--- config.mk ---
export PLATFORM = sky130hd
export DESIGN_NAME = postcode_shape_matcher_core_flat
export DESIGN_NICKNAME = d
export VERILOG_FILES = /design/src/rtl/psm_pkg.sv /design/src/rtl/psm_in_if.sv /design/src/rtl/psm_out_if.sv /design/src/rtl/postcode_shape_matcher_core.sv /design/src/flat_wrapper.sv
export SDC_FILE = /design/constraint.sdc
export NUM_CORES = 1
export LEC_CHECK = 0
export ABC_AREA = 1
export BUFFER_PORTS_ARGS = -buffer_cell sky130_fd_sc_hd__buf_4
export CORE_ASPECT_RATIO = 0.6
export CORE_UTILIZATION = 64
export DETAILED_ROUTE_END_ITERATION = 12
export GPL_ROUTABILITY_DRIVEN = 0
export PLACE_DENSITY = 0.84
export SYNTH_ARGS = -nofsm -noshare
export SYNTH_HDL_FRONTEND = slang
export SYNTH_SLANG_ARGS = --single-unit
--- constraint.sdc ---
create_clock -name clk_i -period 4.09 [get_ports clk_i]
set_input_delay 0.409 -clock clk_i [delete_from_list [all_inputs] [get_ports clk_i]]
set_output_delay 0.409 -clock clk_i [all_outputs]
set_load 0.02 [all_outputs]
--- src/rtl/psm_pkg.sv ---
// Types, constants and trie ROM for the postcode shape matcher.
package psm_pkg;

  localparam int CpW              = 21;
  localparam int NodeW            = 7;
  localparam int RomUsed          = 104;
  localparam int TrieNodesDefault = 128;

  localparam logic [CpW-1:0] CpDigitLo = 21'h000030;
  localparam logic [CpW-1:0] CpDigitHi = 21'h000039;
  localparam logic [CpW-1:0] CpUpperLo = 21'h000041;
  localparam logic [CpW-1:0] CpUpperHi = 21'h00005A;
  localparam logic [CpW-1:0] CpLowerLo = 21'h000061;
  localparam logic [CpW-1:0] CpLowerHi = 21'h00007A;
  localparam logic [CpW-1:0] CpSpace   = 21'h000020;
  localparam logic [CpW-1:0] CpMark    = 21'h003012;

  localparam logic [NodeW-1:0] RootNode = '0;

  typedef enum logic [2:0] {
    ClsN    = 3'd0,
    ClsA    = 3'd1,
    ClsSp   = 3'd2,
    ClsMark = 3'd3,
    ClsNone = 3'd4
  } cls_e;

  typedef struct packed {
    logic             dead;
    logic [NodeW-1:0] node;
  } walk_t;

  // next node per class {n, a, space, mark}; zero marks a missing move
  localparam logic [NodeW-1:0] TrieNext [RomUsed][4] = '{
    '{64, 1, 0, 95}, '{36, 2, 0, 0}, '{15, 9, 3, 0}, '{4, 0, 0, 0},
    '{5, 0, 0, 0}, '{6, 0, 0, 0}, '{7, 0, 0, 0}, '{8, 0, 0, 0},
    '{0, 0, 0, 0}, '{0, 0, 10, 0}, '{11, 0, 0, 0}, '{12, 0, 0, 0},
    '{13, 0, 0, 0}, '{14, 0, 0, 0}, '{0, 0, 0, 0}, '{25, 20, 16, 0},
    '{17, 0, 0, 0}, '{0, 18, 0, 0}, '{0, 19, 0, 0}, '{0, 0, 0, 0},
    '{0, 0, 21, 0}, '{22, 0, 0, 0}, '{0, 23, 0, 0}, '{0, 24, 0, 0},
    '{0, 0, 0, 0}, '{32, 30, 26, 0}, '{27, 0, 0, 0}, '{0, 28, 0, 0},
    '{0, 29, 0, 0}, '{0, 0, 0, 0}, '{0, 31, 0, 0}, '{0, 0, 0, 0},
    '{35, 33, 0, 0}, '{0, 34, 0, 0}, '{0, 0, 0, 0}, '{0, 0, 0, 0},
    '{50, 41, 37, 0}, '{38, 0, 0, 0}, '{0, 39, 0, 0}, '{0, 40, 0, 0},
    '{0, 0, 0, 0}, '{47, 0, 42, 0}, '{43, 0, 0, 0}, '{0, 44, 0, 0},
    '{46, 45, 0, 0}, '{0, 0, 0, 0}, '{0, 0, 0, 0}, '{0, 48, 0, 0},
    '{49, 0, 0, 0}, '{0, 0, 0, 0}, '{59, 0, 51, 0}, '{56, 52, 0, 0},
    '{0, 53, 0, 0}, '{54, 0, 0, 0}, '{55, 0, 0, 0}, '{0, 0, 0, 0},
    '{0, 57, 0, 0}, '{0, 58, 0, 0}, '{0, 0, 0, 0}, '{60, 0, 0, 0},
    '{0, 61, 0, 0}, '{0, 62, 0, 0}, '{0, 63, 0, 0}, '{0, 0, 0, 0},
    '{65, 0, 0, 0}, '{70, 0, 66, 0}, '{67, 0, 0, 0}, '{68, 0, 0, 0},
    '{69, 0, 0, 0}, '{0, 0, 0, 0}, '{76, 0, 71, 0}, '{72, 0, 0, 0},
    '{73, 0, 0, 0}, '{74, 0, 0, 0}, '{75, 0, 0, 0}, '{0, 0, 0, 0},
    '{85, 83, 77, 0}, '{80, 78, 0, 0}, '{0, 79, 0, 0}, '{0, 0, 0, 0},
    '{81, 0, 0, 0}, '{82, 0, 0, 0}, '{0, 0, 0, 0}, '{0, 84, 0, 0},
    '{0, 0, 0, 0}, '{92, 0, 86, 0}, '{87, 0, 0, 0}, '{88, 0, 0, 0},
    '{89, 0, 0, 0}, '{90, 0, 0, 0}, '{91, 0, 0, 0}, '{0, 0, 0, 0},
    '{93, 0, 0, 0}, '{94, 0, 0, 0}, '{0, 0, 0, 0}, '{96, 0, 0, 0},
    '{97, 0, 0, 0}, '{98, 0, 0, 0}, '{0, 0, 99, 0}, '{100, 0, 0, 0},
    '{101, 0, 0, 0}, '{102, 0, 0, 0}, '{103, 0, 0, 0}, '{0, 0, 0, 0}
  };

  localparam logic TrieLeaf [RomUsed] = '{
    0,0,0,0,0,0,0,1, 1,0,0,0,0,0,1,1, 0,0,0,1,0,0,0,0,
    1,1,0,0,0,1,0,1, 0,0,1,1,0,0,0,0, 1,0,0,0,0,1,1,0,
    0,1,0,0,0,0,0,1, 0,0,1,0,0,0,0,1, 0,0,0,0,0,1,1,0,
    0,1,1,1,1,0,0,1, 0,0,1,0,1,1,0,0, 0,1,1,1,1,1,1,0,
    0,0,0,0,0,0,0,1
  };

  function automatic cls_e char_class(input logic [CpW-1:0] cp);
    cls_e cls;
    if (cp >= CpDigitLo && cp <= CpDigitHi) begin
      cls = ClsN;
    end else if ((cp >= CpUpperLo && cp <= CpUpperHi) ||
                 (cp >= CpLowerLo && cp <= CpLowerHi)) begin
      cls = ClsA;
    end else if (cp == CpSpace) begin
      cls = ClsSp;
    end else if (cp == CpMark) begin
      cls = ClsMark;
    end else begin
      cls = ClsNone;
    end
    return cls;
  endfunction

endpackage

--- src/rtl/psm_in_if.sv ---
// Query character channel: one character word with its token and query marks.
interface psm_in_if
  import psm_pkg::*;
();
  logic           valid;
  logic           ready;
  logic [CpW-1:0] code_point;
  logic           ends_token;
  logic           ends_query;
  logic           last_is_prefix;

  modport source (output valid, code_point, ends_token, ends_query, last_is_prefix,
                  input ready);
  modport sink   (input valid, code_point, ends_token, ends_query, last_is_prefix,
                  output ready);
endinterface

--- src/rtl/psm_out_if.sv ---
// Match result channel: one verdict word per query.
interface psm_out_if;
  logic valid;
  logic ready;
  logic looks_like_postcode;

  modport source (output valid, looks_like_postcode, input ready);
  modport sink   (input valid, looks_like_postcode, output ready);
endinterface

--- src/rtl/postcode_shape_matcher_core.sv ---
// Postcode shape matcher: classifies query characters and walks a constant trie.
//
//   channel | dir | word                                                   | handshake
//   in_i    | in  | code_point, ends_token, ends_query, last_is_prefix     | valid/ready
//   out_o   | out | looks_like_postcode, one word per query end            | valid/ready
//
// One character per cycle: two trie ROM lookups (class move, then the space move
// between tokens) sit between the node register and the result register.
// A query end loads the verdict at the accepting edge; out_o offers it the next cycle.
// Reset returns the walk to the root and empties the result register.
// in_i stalls only while a verdict waits and out_o is not ready.
module postcode_shape_matcher_core
  import psm_pkg::*;
#(
  parameter int TRIE_NODES = TrieNodesDefault
) (
  input  logic      clk_i,
  input  logic      rst_ni,
  psm_in_if.sink    in_i,
  psm_out_if.source out_o
);

  walk_t walk_q, walk_d;
  walk_t walk_cls, walk_sp;
  logic  out_valid_q, out_valid_d;
  logic  out_data_q, out_data_d;
  logic  in_acc, out_acc;
  logic  hit;

  function automatic logic node_in_rom(input logic [NodeW-1:0] node);
    return (int'(node) < RomUsed) && (int'(node) < TRIE_NODES);
  endfunction

  function automatic walk_t take_move(input walk_t w, input cls_e cls);
    walk_t            r;
    logic [NodeW-1:0] nxt;
    nxt = RootNode;
    if (cls != ClsNone && node_in_rom(w.node)) begin
      nxt = TrieNext[w.node][cls[1:0]];
    end
    if (w.dead) begin
      r = w;
    end else if (nxt == RootNode) begin
      r.dead = 1'b1;
      r.node = RootNode;
    end else begin
      r.dead = 1'b0;
      r.node = nxt;
    end
    return r;
  endfunction

  assign in_acc   = in_i.valid && in_i.ready;
  assign out_acc  = out_o.valid && out_o.ready;
  assign in_i.ready = !out_valid_q || out_o.ready;

  always_comb begin
    walk_cls = take_move(walk_q, char_class(in_i.code_point));
    walk_sp  = walk_cls;
    if (in_i.ends_token && !in_i.ends_query) begin
      walk_sp = take_move(walk_cls, ClsSp);
    end
    hit = !walk_sp.dead && (in_i.last_is_prefix ||
          (node_in_rom(walk_sp.node) && TrieLeaf[walk_sp.node]));
  end

  always_comb begin
    walk_d      = walk_q;
    out_valid_d = out_valid_q && !out_acc;
    out_data_d  = out_data_q;
    if (in_acc) begin
      if (in_i.ends_query) begin
        walk_d      = '{dead: 1'b0, node: RootNode};
        out_valid_d = 1'b1;
        out_data_d  = hit;
      end else begin
        walk_d = walk_sp;
      end
    end
  end

  always_ff @(posedge clk_i or negedge rst_ni) begin
    if (!rst_ni) begin
      walk_q      <= '{dead: 1'b0, node: RootNode};
      out_valid_q <= 1'b0;
    end else begin
      walk_q      <= walk_d;
      out_valid_q <= out_valid_d;
    end
  end

  always_ff @(posedge clk_i) begin
    out_data_q <= out_data_d;
  end

  assign out_o.valid               = out_valid_q;
  assign out_o.looks_like_postcode = out_data_q;

`ifndef ASSERT_OFF
  a_dead_at_root: assert property (@(posedge clk_i) disable iff (!rst_ni)
    walk_q.dead |-> walk_q.node == RootNode)
    else $error("dead walk off the root node");

  a_node_in_range: assert property (@(posedge clk_i) disable iff (!rst_ni)
    int'(walk_q.node) < RomUsed)
    else $error("trie node beyond the ROM");

  a_result_from_query_end: assert property (@(posedge clk_i) disable iff (!rst_ni)
    out_valid_q && !$past(out_valid_q) |-> $past(in_acc && in_i.ends_query))
    else $error("verdict loaded without a query end");

  a_walk_restarts: assert property (@(posedge clk_i) disable iff (!rst_ni)
    in_acc && in_i.ends_query |=> walk_q.node == RootNode && !walk_q.dead && out_valid_q)
    else $error("walk not restarted after query end");
`endif

endmodule
--- src/flat_wrapper.sv ---
// flat-port wrapper written by rule: the top's interface ports become plain ports
module postcode_shape_matcher_core_flat import psm_pkg::*;
#(
  parameter int TRIE_NODES = TrieNodesDefault
)
  (clk_i, rst_ni, in_i_valid, in_i_code_point, in_i_ends_token, in_i_ends_query, in_i_last_is_prefix, in_i_ready, out_o_valid, out_o_looks_like_postcode, out_o_ready);
  psm_in_if in_i_i ();
  psm_out_if out_o_i ();
  input  logic clk_i;
  input  logic rst_ni;
  input wire logic [$bits(in_i_i.valid)-1:0] in_i_valid;
  input wire logic [$bits(in_i_i.code_point)-1:0] in_i_code_point;
  input wire logic [$bits(in_i_i.ends_token)-1:0] in_i_ends_token;
  input wire logic [$bits(in_i_i.ends_query)-1:0] in_i_ends_query;
  input wire logic [$bits(in_i_i.last_is_prefix)-1:0] in_i_last_is_prefix;
  output wire logic [$bits(in_i_i.ready)-1:0] in_i_ready;
  output wire logic [$bits(out_o_i.valid)-1:0] out_o_valid;
  output wire logic [$bits(out_o_i.looks_like_postcode)-1:0] out_o_looks_like_postcode;
  input wire logic [$bits(out_o_i.ready)-1:0] out_o_ready;
  assign in_i_i.valid = in_i_valid;
  assign in_i_i.code_point = in_i_code_point;
  assign in_i_i.ends_token = in_i_ends_token;
  assign in_i_i.ends_query = in_i_ends_query;
  assign in_i_i.last_is_prefix = in_i_last_is_prefix;
  assign in_i_ready = in_i_i.ready;
  assign out_o_valid = out_o_i.valid;
  assign out_o_looks_like_postcode = out_o_i.looks_like_postcode;
  assign out_o_i.ready = out_o_ready;
  postcode_shape_matcher_core #(.TRIE_NODES(TRIE_NODES)) u_core (.clk_i(clk_i), .rst_ni(rst_ni), .in_i(in_i_i), .out_o(out_o_i));
endmodule
==> results of run 1 <==
==> cells in the mapped netlist (13+ instances only) <==
cell	n	share of area [%]
inv_1	64	5.5
nand2_2	17	2.4
ha_1	16	4.6
inv_2	13	1.1
a21oi_1	21	2.4
buf_2	14	1.6
nor2_1	74	6.3
o21ai_0	29	3.3
nand4_1	31	4.4
nand2_1	243	21
nand2_4	16	4.1
nand3_2	14	3.2
nand3_1	96	11
nor2_2	25	3.6
==> metal layers <==
metal  overflow  track usage (%)
met1          0             79.9
met2         27             97.1
met3          0             67.6
met4         19             81.4
met5          0             31.0
==> logic make-up after synthesis <==
logic type | share of synthesized area [%]
simple gates | 64.7
buf+inv | 11.1
compound gates | 13.8
fa+ha+maj | 4.57
flops | 5.82
==> metrics by stage <==
stage	hold WS [ps]	area [um^2]	setup slack, ps	setup TNS (ps)
4_1_cts	493	5360	16.5	0
3_5_place_dp	236	5150	-159	-159
3_3_place_gp	234	5150	-83.6	-83.6
2_1_floorplan	113	4380	308	0
==> what timing repair did <==
| item | 4_1_cts |
|---|---|
| setup endpoints to repair | 1 |
| gates cloned | 0 |
| resized for setup | 25 |
| endpoints found under the hold margin | 9 |
| hold buffers | 1 |
| pin swaps | 5 |
| buffers inserted | 4 |
==> metrics, run 1 <==
status=did not finish; Exit stage=global routing (5_1_grt); error msg=[ERROR GRT-0232] Routing congestion too high. Check the congestion heatmap in the GUI.; placed insts=between 900 and 1000; post-synthesis cell type count=47; Clock Tree Buf Depth=2; GRT worst endpoint=u_core.out_o.looks_like_postcode$_DFFE_PP_/D; Ys Warns=0; Post-Syn Area=4380 um^2; Die Y=66.1 um; Async SR Flop Fraction=90.0%; Port-buffer cells=30; Die W=109 um; global route total overflow=46; aggregate global-route resource usage=80.7%; row count=22; largest net degree at the start of global routing=27; main flop type after synthesis=dfrtp_1; Post-synth EDFFs=1; Starting Density=between 60% and 70%; Top-Level Pins=31; Clock Sinks=10; sequential share of the synthesized area=under 10%; Syn Inst Count=784; dpl hpwl=12.9 mm; clk root buf=clkbuf_16; Post-Syn Nets=828; TritonCTS Buffers=3; FF+latch count, synth=10; mean area per synthesized cell=5.59 um^2; H-tree levels=1; WEP type=sequential cell input
==> inputs of run 2 (changes only) <==
CORE_ASPECT_RATIO = unset   (was 0.6)
CORE_UTILIZATION = 40   (was 64)
PLACE_DENSITY = unset   (was 0.84)
PLACE_DENSITY_LB_ADDON = 0.15   (was unset)
==> run 2 against run 1 <==
Compared with the run above: the flow now finishes without violations; area after synthesis unchanged; synthesized cell count unchanged.
==> metrics, run 2 <==
status=completed (was did not finish); WS Path Type=register to register; relative slew slack=51.4%; most frequent cell after synthesis=nand2_1 (unchanged); Post-Syn Area=4380 um^2 (unchanged); pins over their slew limit=0; vias in the first global route=5275; Starting Density=41.9% (was 68.9%); Avg WL per Cell=16.0 um; CTS tree=yes; initial DRC count=715; Die W=107 um (was 109 um); most common cell after layout, fill and taps aside=nand2_1; Async SR Flop Fraction=90.0% (unchanged); Sw Pwr=roughly 0.00049 W; Top-Level Pins=31 (unchanged); FF+latch count, synth=10 (unchanged); internal power=around 0.00048 W; Skew-Pair Late Insertion Delay=240 ps; clock skew=1.80 ps; synthesis-to-finish area growth=44.9%; Critical-path top delay cell=dfrtp_1; final setup vio count=0; Syn Inst Count=784 (unchanged); Slowest Stage Delay on Critical Path=roughly 410 ps; post-synthesis mux area share=0% (unchanged); Routed WL=17.0 mm; setup ws final=71.8 ps; fillcell total=968; Post-synth EDFFs=1 (unchanged); Synth top area share=20.8% (unchanged); Place WS=-94.3 ps (was -159 ps); commonest cells after routing, fill and taps aside=nand2_1, buf_4, nand3_1; total vias in the final route=6065; Clock power frac=12.8%; HP Class=input pin to register; Sw Ratio=about half; max cap viols=0; Critical Path Stages=32; largest net degree at the start of global routing=17; row count=37 (was 22); hold path depth=4; worst hold slack=468 ps; worst-margin pin slew=729 ps; Clock Sinks=10 (unchanged); drt first pass iters=5; via/cell ratio=between 5 and 6; Post-Syn Nets=828 (unchanged); Fin. Hold Viols=0; VDD IR max=0.312 mV; share of layout cells above drive strength 1=43.8%; Worst setup EP type=register; XOR/XNOR share of the synthesized area=0% (unchanged); worst-path maximum fanout=4; Tot Pwr=just under 0.001 W; Final ANT Viol Nets=0; crit path time final=4020 ps; number of flip-flops in the largest register=8; Ys Warns=0 (unchanged); Crit path max-delay family=simple AND/OR/NAND/NOR gates; TritonCTS Buffers=3 (unchanged); first-pass GRT wire length=25.4 mm; post-synth top area cell=nand2_1 (unchanged); initial antenna violation count=0; fin util=60.7%; final clock period utilization by the worst path=98.2%; Remaining DRCs=0; post-synthesis cell type count=47 (unchanged); post-synthesis compound-gate area fraction=13.8% (unchanged); Port-buffer cells=30 (unchanged); worst r2r path cells=32; Clock Tree Buf Depth=2 (unchanged); PD cells=152 nW/um^2; adder-cell share of the synthesized area=4.57% (unchanged); main flop type after synthesis=dfrtp_1 (unchanged); clk root buf=clkbuf_8 (was clkbuf_16); Buf+Inv Stages, Crit Path=5; RSZ-0062 raised after global routing=true; most frequent cells after synthesis=nand2_1, nand3_1, nor2_1 (unchanged); sequential share of the synthesized area=5.82% (unchanged); Final nets=approximately 970; Worst Path Required=4070 ps; mean area per synthesized cell=5.59 um^2 (unchanged); core area=about 10000 um^2; critical path launch point type=register; largest family of logic cells by synthesized area=simple AND/OR/NAND/NOR gates (unchanged); cell mode on critical path=nand2_1; Pleak=3.09 nW; ant diodes=0; simple-gate area share of the yosys netlist=64.7% (unchanged); dpl hpwl=12.4 mm (was 12.9 mm); aggregate global-route resource usage=27.0%; H-tree levels=1 (unchanged); Area contributors post-synth=nand2_1, nand3_1, nor2_1 (unchanged); global route total overflow=0; Die Y=107 um (was 66.1 um); Gate power share=74.1%; register clock-pin slew on the reported worst setup and hold paths=50 ps; sequential power share=13.1%; crit path DAT=3990 ps; Biggest register=u_core.walk_q; die area=between 10000 and 15000 um^2; max frequency=249 MHz
-- run 2: tightest hold or removal path, stage by stage --
cell	delay [ps]
buf_4	80
nor2_1	40
nand2_1	50
o21ai_0	60
-- run 2: logic make-up after synthesis --
kind of cell,Yosys count
buffers and inverters,110
adder cells (fa/ha/maj),16
flip-flops,10
AO/OA/AOI/OAI,97
AND/OR/NAND/NOR,551
-- run 2: area by class of cell --
| class | instances | area (um^2) | share of cell area (%) |
|---|---|---|---|
| tap | 136 | 170 | 2.68 |
| inverter | 84 | 345 | 5.44 |
| sequential | 10 | 260 | 4.10 |
| clock buffer | 4 | 55.1 | 0.866 |
| timing repair buffer | 163 | 1350 | 21.2 |
| multi-input combinational | 666 | 4170 | 65.7 |
-- run 2: worst paths after layout --
path,from,end,slack [ps]
worst max-delay path,u_core.walk_q[1],u_core.out_o.looks_like_postcode,70
worst min-delay path,in_i_ends_query,u_core.walk_q[7],470
worst max register to register,u_core.walk_q[1],u_core.out_o.looks_like_postcode,70
worst min register to register,u_core.out_o.valid,u_core.out_o.valid,540
max in group asynchronous,rst_ni,u_core.walk_q[2],3400
min in group asynchronous,rst_ni,u_core.out_o.valid,540
-- run 2: power by group through the flow --
stage	Combinational, W	Clock, W	Sequential, W
2_1_floorplan	0.000376	0	0.000116
3_3_place_gp	0.000565	0	0.000124
3_5_place_dp	0.000565	0	0.000124
4_1_cts	0.000570	0.000124	0.000122
5_1_grt	0.000769	0.000129	0.000127
6_report	0.000715	0.000124	0.000126
-- run 2: through the flow --
step | instances | area, um^2 | setup TNS [ps]
after floorplan | 784 | 4380 | 0
after global placement | 1010 | 5270 | -44.3
after detailed placement | 1010 | 5270 | -94.3
after CTS | 1016 | 5360 | 0
after global routing | 1063 | 6350 | -196
final | 1063 | 6350 | 0
-- run 2: routing by layer --
layer / up-vias / part of all wire [%] / track usage (%)
met5: - / 0 / 0
li1: 2890 / - / -
met4: 0 / 3.3 / 6.75
met2: 375 / 45 / 43.8
met1: 2734 / 42 / 38.4
met3: 66 / 8.8 / 2.25
-- run 2: what timing repair did --
action / CTS / global route
buffers inserted: 1 / 45
endpoints found under the setup margin: 1 / 1
cloned: 0 / 2
hold buffers: 1 / 0
gates resized for setup: 4 / 186
pin swaps: 2 / 87
hold endpoints to repair: 9 / 0
(Power assumes the default switching activity.)
==> inputs of run 3 (changes only) <==
CAP_MARGIN = 15   (was unset)
CORE_UTILIZATION = 35   (was 40)
==> run 3 against run 2 <==
Compared with the run above: hold slack improved by 27 ps; final cell count is 2.4% higher; utilization is 7.8 points lower; sequential share of layout area about the same; clock power up 56%; clock skew up 1.7 ps; sequential cell count unchanged; maximum frequency up 0.77%; die area rose by 14%; setup slack better by 31 ps; sequential power hardly changed; critical path type unchanged; largest power group unchanged; highest routed layer unchanged.
==> metrics, run 3 (synthesis results as in run 2) <==
register clock-pin slew on the reported worst setup and hold paths=40 ps (was 50 ps); crit path time final=3990 ps (was 4020 ps); initial DRC count=452 (was 715); total vias in the final route=5897 (was 6065); WS Path Type=register to register (unchanged); CTS tree=yes (unchanged); most common cell after layout, fill and taps aside=nand2_1 (unchanged); die area=13000 um^2 (was 11400 um^2); Reg area=260 um^2 (unchanged); cell mode on critical path=nand2_1 (unchanged); PD cells=161 nW/um^2 (was 152 nW/um^2); placed insts=1049 (was 1010); core area=12100 um^2 (was 10500 um^2); Avg WL per Cell=15.6 um (was 16.0 um); fin util=53.0% (was 60.7%); placed cell areas=5370 um^2 (was 5270 um^2); via/cell ratio=5.42 (was 5.71); clk root buf=clkbuf_16 (was clkbuf_8); worst-path maximum fanout=7 (was 4); Clock Sinks=10 (unchanged); Fin. Hold Viols=0 (unchanged); final clock period utilization by the worst path=97.5% (was 98.2%); Skew-Pair Late Insertion Delay=240 ps (about the same); Slowest Stage Delay on Critical Path=420 ps (was 410 ps); TritonCTS Buffers=3 (unchanged); Pleak=3.06 nW (was 3.09 nW); relative slew slack=49.3% (was 51.4%); critical path launch point type=register (unchanged); drt first pass iters=5 (unchanged); commonest cells after routing, fill and taps aside=nand2_1, buf_4, nand3_1 (unchanged); global route total overflow=0 (unchanged); row count=40 (was 37); Routed WL=17.0 mm (about the same); Biggest register=u_core.walk_q (unchanged); Remaining DRCs=0 (unchanged); number of flip-flops in the largest register=8 (unchanged); max frequency=251 MHz (was 249 MHz); Final nets=966 (was 972); vias in the first global route=5229 (was 5275); pins over their slew limit=0 (unchanged); Cell Count, Final, Fillers Out=1089 (was 1063); Starting Density=36.2% (was 41.9%); status=completed (unchanged); VDD IR max=0.267 mV (was 0.312 mV); synthesis-to-finish area growth=46.3% (was 44.9%); HP Class=input pin to register (unchanged); Die W=114 um (was 107 um); largest net degree at the start of global routing=27 (was 17); Worst Path Required=4180 ps (was 4070 ps); Finished Cell Area=6410 um^2 (was 6350 um^2); initial antenna violation count=0 (unchanged); Multi-input gate area=4210 um^2 (was 4170 um^2); worst-margin pin slew=759 ps (was 729 ps); aggregate global-route resource usage=23.8% (was 27.0%); Top-Level Pins=31 (unchanged); share of layout cells above drive strength 1=42.2% (was 43.8%); setup TNS=0 ps (unchanged); Die Y=114 um (was 107 um); crit path DAT=4080 ps (was 3990 ps); first-pass GRT wire length=25.3 mm (was 25.4 mm); fillcell total=1171 (was 968); Port-buffer cells=30 (unchanged); H-tree levels=1 (unchanged); Clock Tree Buf Depth=2 (unchanged); Final ANT Viol Nets=0 (unchanged); final setup vio count=0 (unchanged); Worst setup EP type=register (unchanged); worst hold slack=495 ps (was 468 ps); Critical-path top delay cell=dfrtp_1 (unchanged); clock skew=3.53 ps (was 1.80 ps); max cap viols=0 (unchanged); ant diodes=0 (unchanged); dpl hpwl=12.7 mm (was 12.4 mm)
==> run 3: cell types whose count changed in the layout (fill, tap and decap cells not counted), sizes merged <==
cell,delta
buf,-6
clkbuf,+1
clkinv,-1
inv,+1
nand2,-1
==> run 3: worst paths after layout <==
path / startpoint / end / slack, ps / cells past startpoint
max: u_core.walk_q[1] / u_core.out_o.looks_like_postcode / 100 / 32
min: out_o_ready / u_core.out_o.valid / 490 / 4
max reg2reg: u_core.walk_q[1] / u_core.out_o.looks_like_postcode / 100 / 32
min reg2reg: u_core.out_o.valid / u_core.out_o.valid / 540 / 2
max in group asynchronous: rst_ni / u_core.walk_q[3] / 3390 / 2
min in group asynchronous: rst_ni / u_core.walk_q[6] / 540 / 2
==> run 3: power by group <==
part           switching (W)  internal [W]  total (W)
clock              0.0000459      0.000147   0.000193
combinational       0.000432      0.000282   0.000714
sequential         0.0000178      0.000108   0.000126
==> run 3: metrics by stage <==
step	total power [W]	setup slack [ps]
floorplan	0.000491	308
global route	0.00110	-168
CTS	0.000914	18.6
detailed placement	0.000714	-46.1
finish	0.00103	103
global placement	0.000715	-51.7
==> run 3: cell type report <==
type / count / area share, %
Sequential cell: 10 / 4.06
Inverter: 84 / 5.35
Multi-Input combinational cell: 665 / 65.7
Tap cell: 168 / 3.28
Timing Repair Buffer: 158 / 20.3
Clock buffer: 4 / 1.39
==> run 3: critical path: cells and delay by family (launching register included) <==
family,cells,cell delay (ps)
simple gates,21,1770
buf+inv,6,780
compound gates,3,470
flops,1,420
fa+ha+maj,2,420
==> run 3: per-layer routing <==
layer	GRT usage [%]	part of all wire, %	wire [um]	vias up
li1	-	-	-	2882
met1	34.1	44	7440	2684
met2	37.5	46	7820	264
met3	1.81	6.6	1120	67
met4	8.05	3.7	629	0
met5	0	0	0	-
==> run 3: repair_timing <==
item | in CTS | in global routing
pin swaps | 1 | 78
gates cloned | 0 | 2
gates resized for setup | 6 | 176
hold buffers | 1 | 0
endpoints found under the hold margin | 9 | 0
buffers inserted | 3 | 32
setup endpoints to repair | 1 | 1
==> inputs of run 4 (changes only) <==
==> constraint.sdc (replaced) <==
create_clock -name clk_i -period 4.09 [get_ports clk_i]
set_input_delay 1.0225 -clock clk_i [delete_from_list [all_inputs] [get_ports clk_i]]
set_output_delay 1.0225 -clock clk_i [all_outputs]
set_load 0.02 [all_outputs]
==> run 4 against run 3 <==
Compared with the run above: the run now ends with setup timing left; critical endpoint unchanged; sequential share of layout area decreased by 0.10 points; power shrank 4.7%; highest routed layer unchanged; count of clock-buffer cells in the layout unchanged; final cell count increased by 4.3%; setup slack got worse by 480 ps; clock skew down 1.6 ps; die area did not move; sequential power hardly changed; critical path depth increased by 2; non-clock buffer count up 46; combinational power fell by 6.0%.
==> metrics, run 4 (synthesis results as in run 2) <==
Buf+Inv Stages, Crit Path=6 (unchanged); Pleak=3.27 nW (was 3.06 nW); Die Y=114 um (unchanged); first-pass GRT wire length=27.7 mm (was 25.3 mm); worst hold slack=561 ps (was 495 ps); Top-Level Pins=31 (unchanged); hold-fix buffers at CTS=0 (was 1); global route total overflow=0 (unchanged); Fin. Hold Viols=0 (unchanged); worst r2r src=u_core.walk_q[1] (unchanged); Die W=114 um (unchanged); initial antenna violation count=0 (unchanged); CP Launch Point=in_i_code_point[15] (was u_core.walk_q[1]); dpl hpwl=13.2 mm (was 12.7 mm); CTS tree=yes (unchanged); pins over their slew limit=0 (unchanged); drt first pass iters=5 (unchanged); r2r setup slk=-130 ps (was 100 ps); WS Path Type=input pin to register (was register to register); largest net degree at the start of global routing=24 (was 27); aggregate global-route resource usage=26.0% (was 23.8%); Avg WL per Cell=15.0 um (was 15.6 um); status=finished, violations left (was completed); commonest cells after routing, fill and taps aside=nand2_1, buf_4, nand3_1 (unchanged); HP Class=register to register (was input pin to register); Worst Path Required=4080 ps (was 4180 ps); row count=40 (unchanged); setup ws final=-379 ps (was 103 ps); ant diodes=0 (unchanged); share of layout cells above drive strength 1=39.9% (was 42.2%); Skew-Pair Late Insertion Delay=240 ps (about the same); cell mode on critical path=nand2_1 (unchanged); max frequency=224 MHz (was 251 MHz); final clock period utilization by the worst path=109% (was 97.5%); number of flip-flops in the largest register=8 (unchanged); most common cell after layout, fill and taps aside=nand2_1 (unchanged); worst-path maximum fanout=6 (was 7); max cap viols=0 (unchanged); initial DRC count=562 (was 452); Starting Density=36.2% (unchanged); H-tree levels=1 (unchanged); failing checks=setup timing; fillcell total=1239 (was 1171); crit path time final=4470 ps (was 3990 ps); critical path launch point type=input pin (was register); Slowest Stage Delay on Critical Path=240 ps (was 420 ps); relative slew slack=54.9% (was 49.3%); TritonCTS Buffers=3 (unchanged); RSZ-0062 raised after global routing=true; Place WS=-661 ps (was -46.1 ps); clk root buf=clkbuf_16 (unchanged); Routed WL=17.0 mm (about the same); Port-buffer cells=30 (unchanged); Critical-path top delay cell=o21ai_4 (was dfrtp_1); Worst setup EP type=register (unchanged); Remaining DRCs=0 (unchanged); crit path DAT=4460 ps (was 4080 ps); die area=13000 um^2 (unchanged); core area=12100 um^2 (unchanged); Clock Tree Buf Depth=2 (unchanged); Crit path max-delay family=simple AND/OR/NAND/NOR gates (unchanged); via/cell ratio=5.39 (was 5.42); PD cells=153 nW/um^2 (was 161 nW/um^2); Biggest register=u_core.walk_q (unchanged); final setup vio count=1 (was 0); Clock Sinks=10 (unchanged); register clock-pin slew on the reported worst setup and hold paths=40 ps (about the same); Final nets=1013 (was 966); synthesis-to-finish area growth=47.1% (was 46.3%); total vias in the final route=6128 (was 5897); worst-margin pin slew=676 ps (was 759 ps); Final ANT Viol Nets=0 (unchanged); clock skew=1.91 ps (was 3.53 ps); fin util=53.3% (was 53.0%); vias in the first global route=5660 (was 5229); worst hold start=u_core.out_o.valid (was out_o_ready); VDD IR max=0.122 mV (was 0.267 mV)
## run 4: cell types whose count changed in the layout (fill, tap and decap cells not counted), sizes merged
| cell | delta |
|---|---|
| clkinv | -2 |
| nand2 | +1 |
| clkbuf | -1 |
| buf | +48 |
| inv | +2 |
| dlygate4sd3 | -1 |
## run 4: repair_timing
| item | CTS | global route |
|---|---|---|
| setup buffers | 10 | 19 |
| setup endpoints to repair | 1 | 3 |
| gates resized for setup | 34 | 39 |
| pin swaps | 31 | 43 |
| cloned | 2 | 0 |
## run 4: worst min-delay path: stages (launching register included)
cell and delay, ps:
dfrtp_1 350, nand2_1 80, o21ai_0 80
## run 4: final timing paths
kind / endpoint / cells past startpoint
max reg2reg: u_core.out_o.looks_like_postcode / 34
max in group asynchronous: u_core.walk_q[6] / 1
min: u_core.out_o.valid / 2
min in group asynchronous: u_core.walk_q[3] / 1
max: u_core.out_o.looks_like_postcode / 34
min reg2reg: u_core.out_o.valid / 2
## run 4: area by class of cell
class                           instances  area [um^2]  share of cell area (%)
Multi-Input combinational cell        666         3980                    61.7
Timing Repair Buffer                  204         1580                    24.6
Inverter                               84          330                    5.12
Sequential cell                        10          255                    3.96
Tap cell                              168          210                    3.26
Clock buffer                            4         88.8                    1.38
## run 4: per-stage QoR
step,std cells,TNS (ps),area (um^2),total power [W]
after global routing,1136,-699,6450,0.00104
after floorplan,784,-20.8,4460,0.000494
after detailed placement,1101,-802,5830,0.000731
final,1136,-379,6450,0.000985
after global placement,1101,-573,5830,0.000732
after CTS,1117,-264,6150,0.000941
## run 4: routing by layer
| layer | global-route usage [%] | routed length (um) | up-vias |
|---|---|---|---|
| met5 | 0 | 0 | - |
| met4 | 8.48 | 586 | 0 |
| met3 | 1.81 | 1370 | 62 |
| met2 | 41.6 | 7740 | 324 |
| met1 | 36.7 | 7340 | 2770 |
| li1 | - | - | 2972 |
## run 4: where the power goes
part           switching (W)  total [W]  internal [W]
logic               0.000411   0.000671      0.000259
clock network      0.0000444   0.000191      0.000147
registers          0.0000150   0.000123      0.000108
total               0.000471   0.000985      0.000514
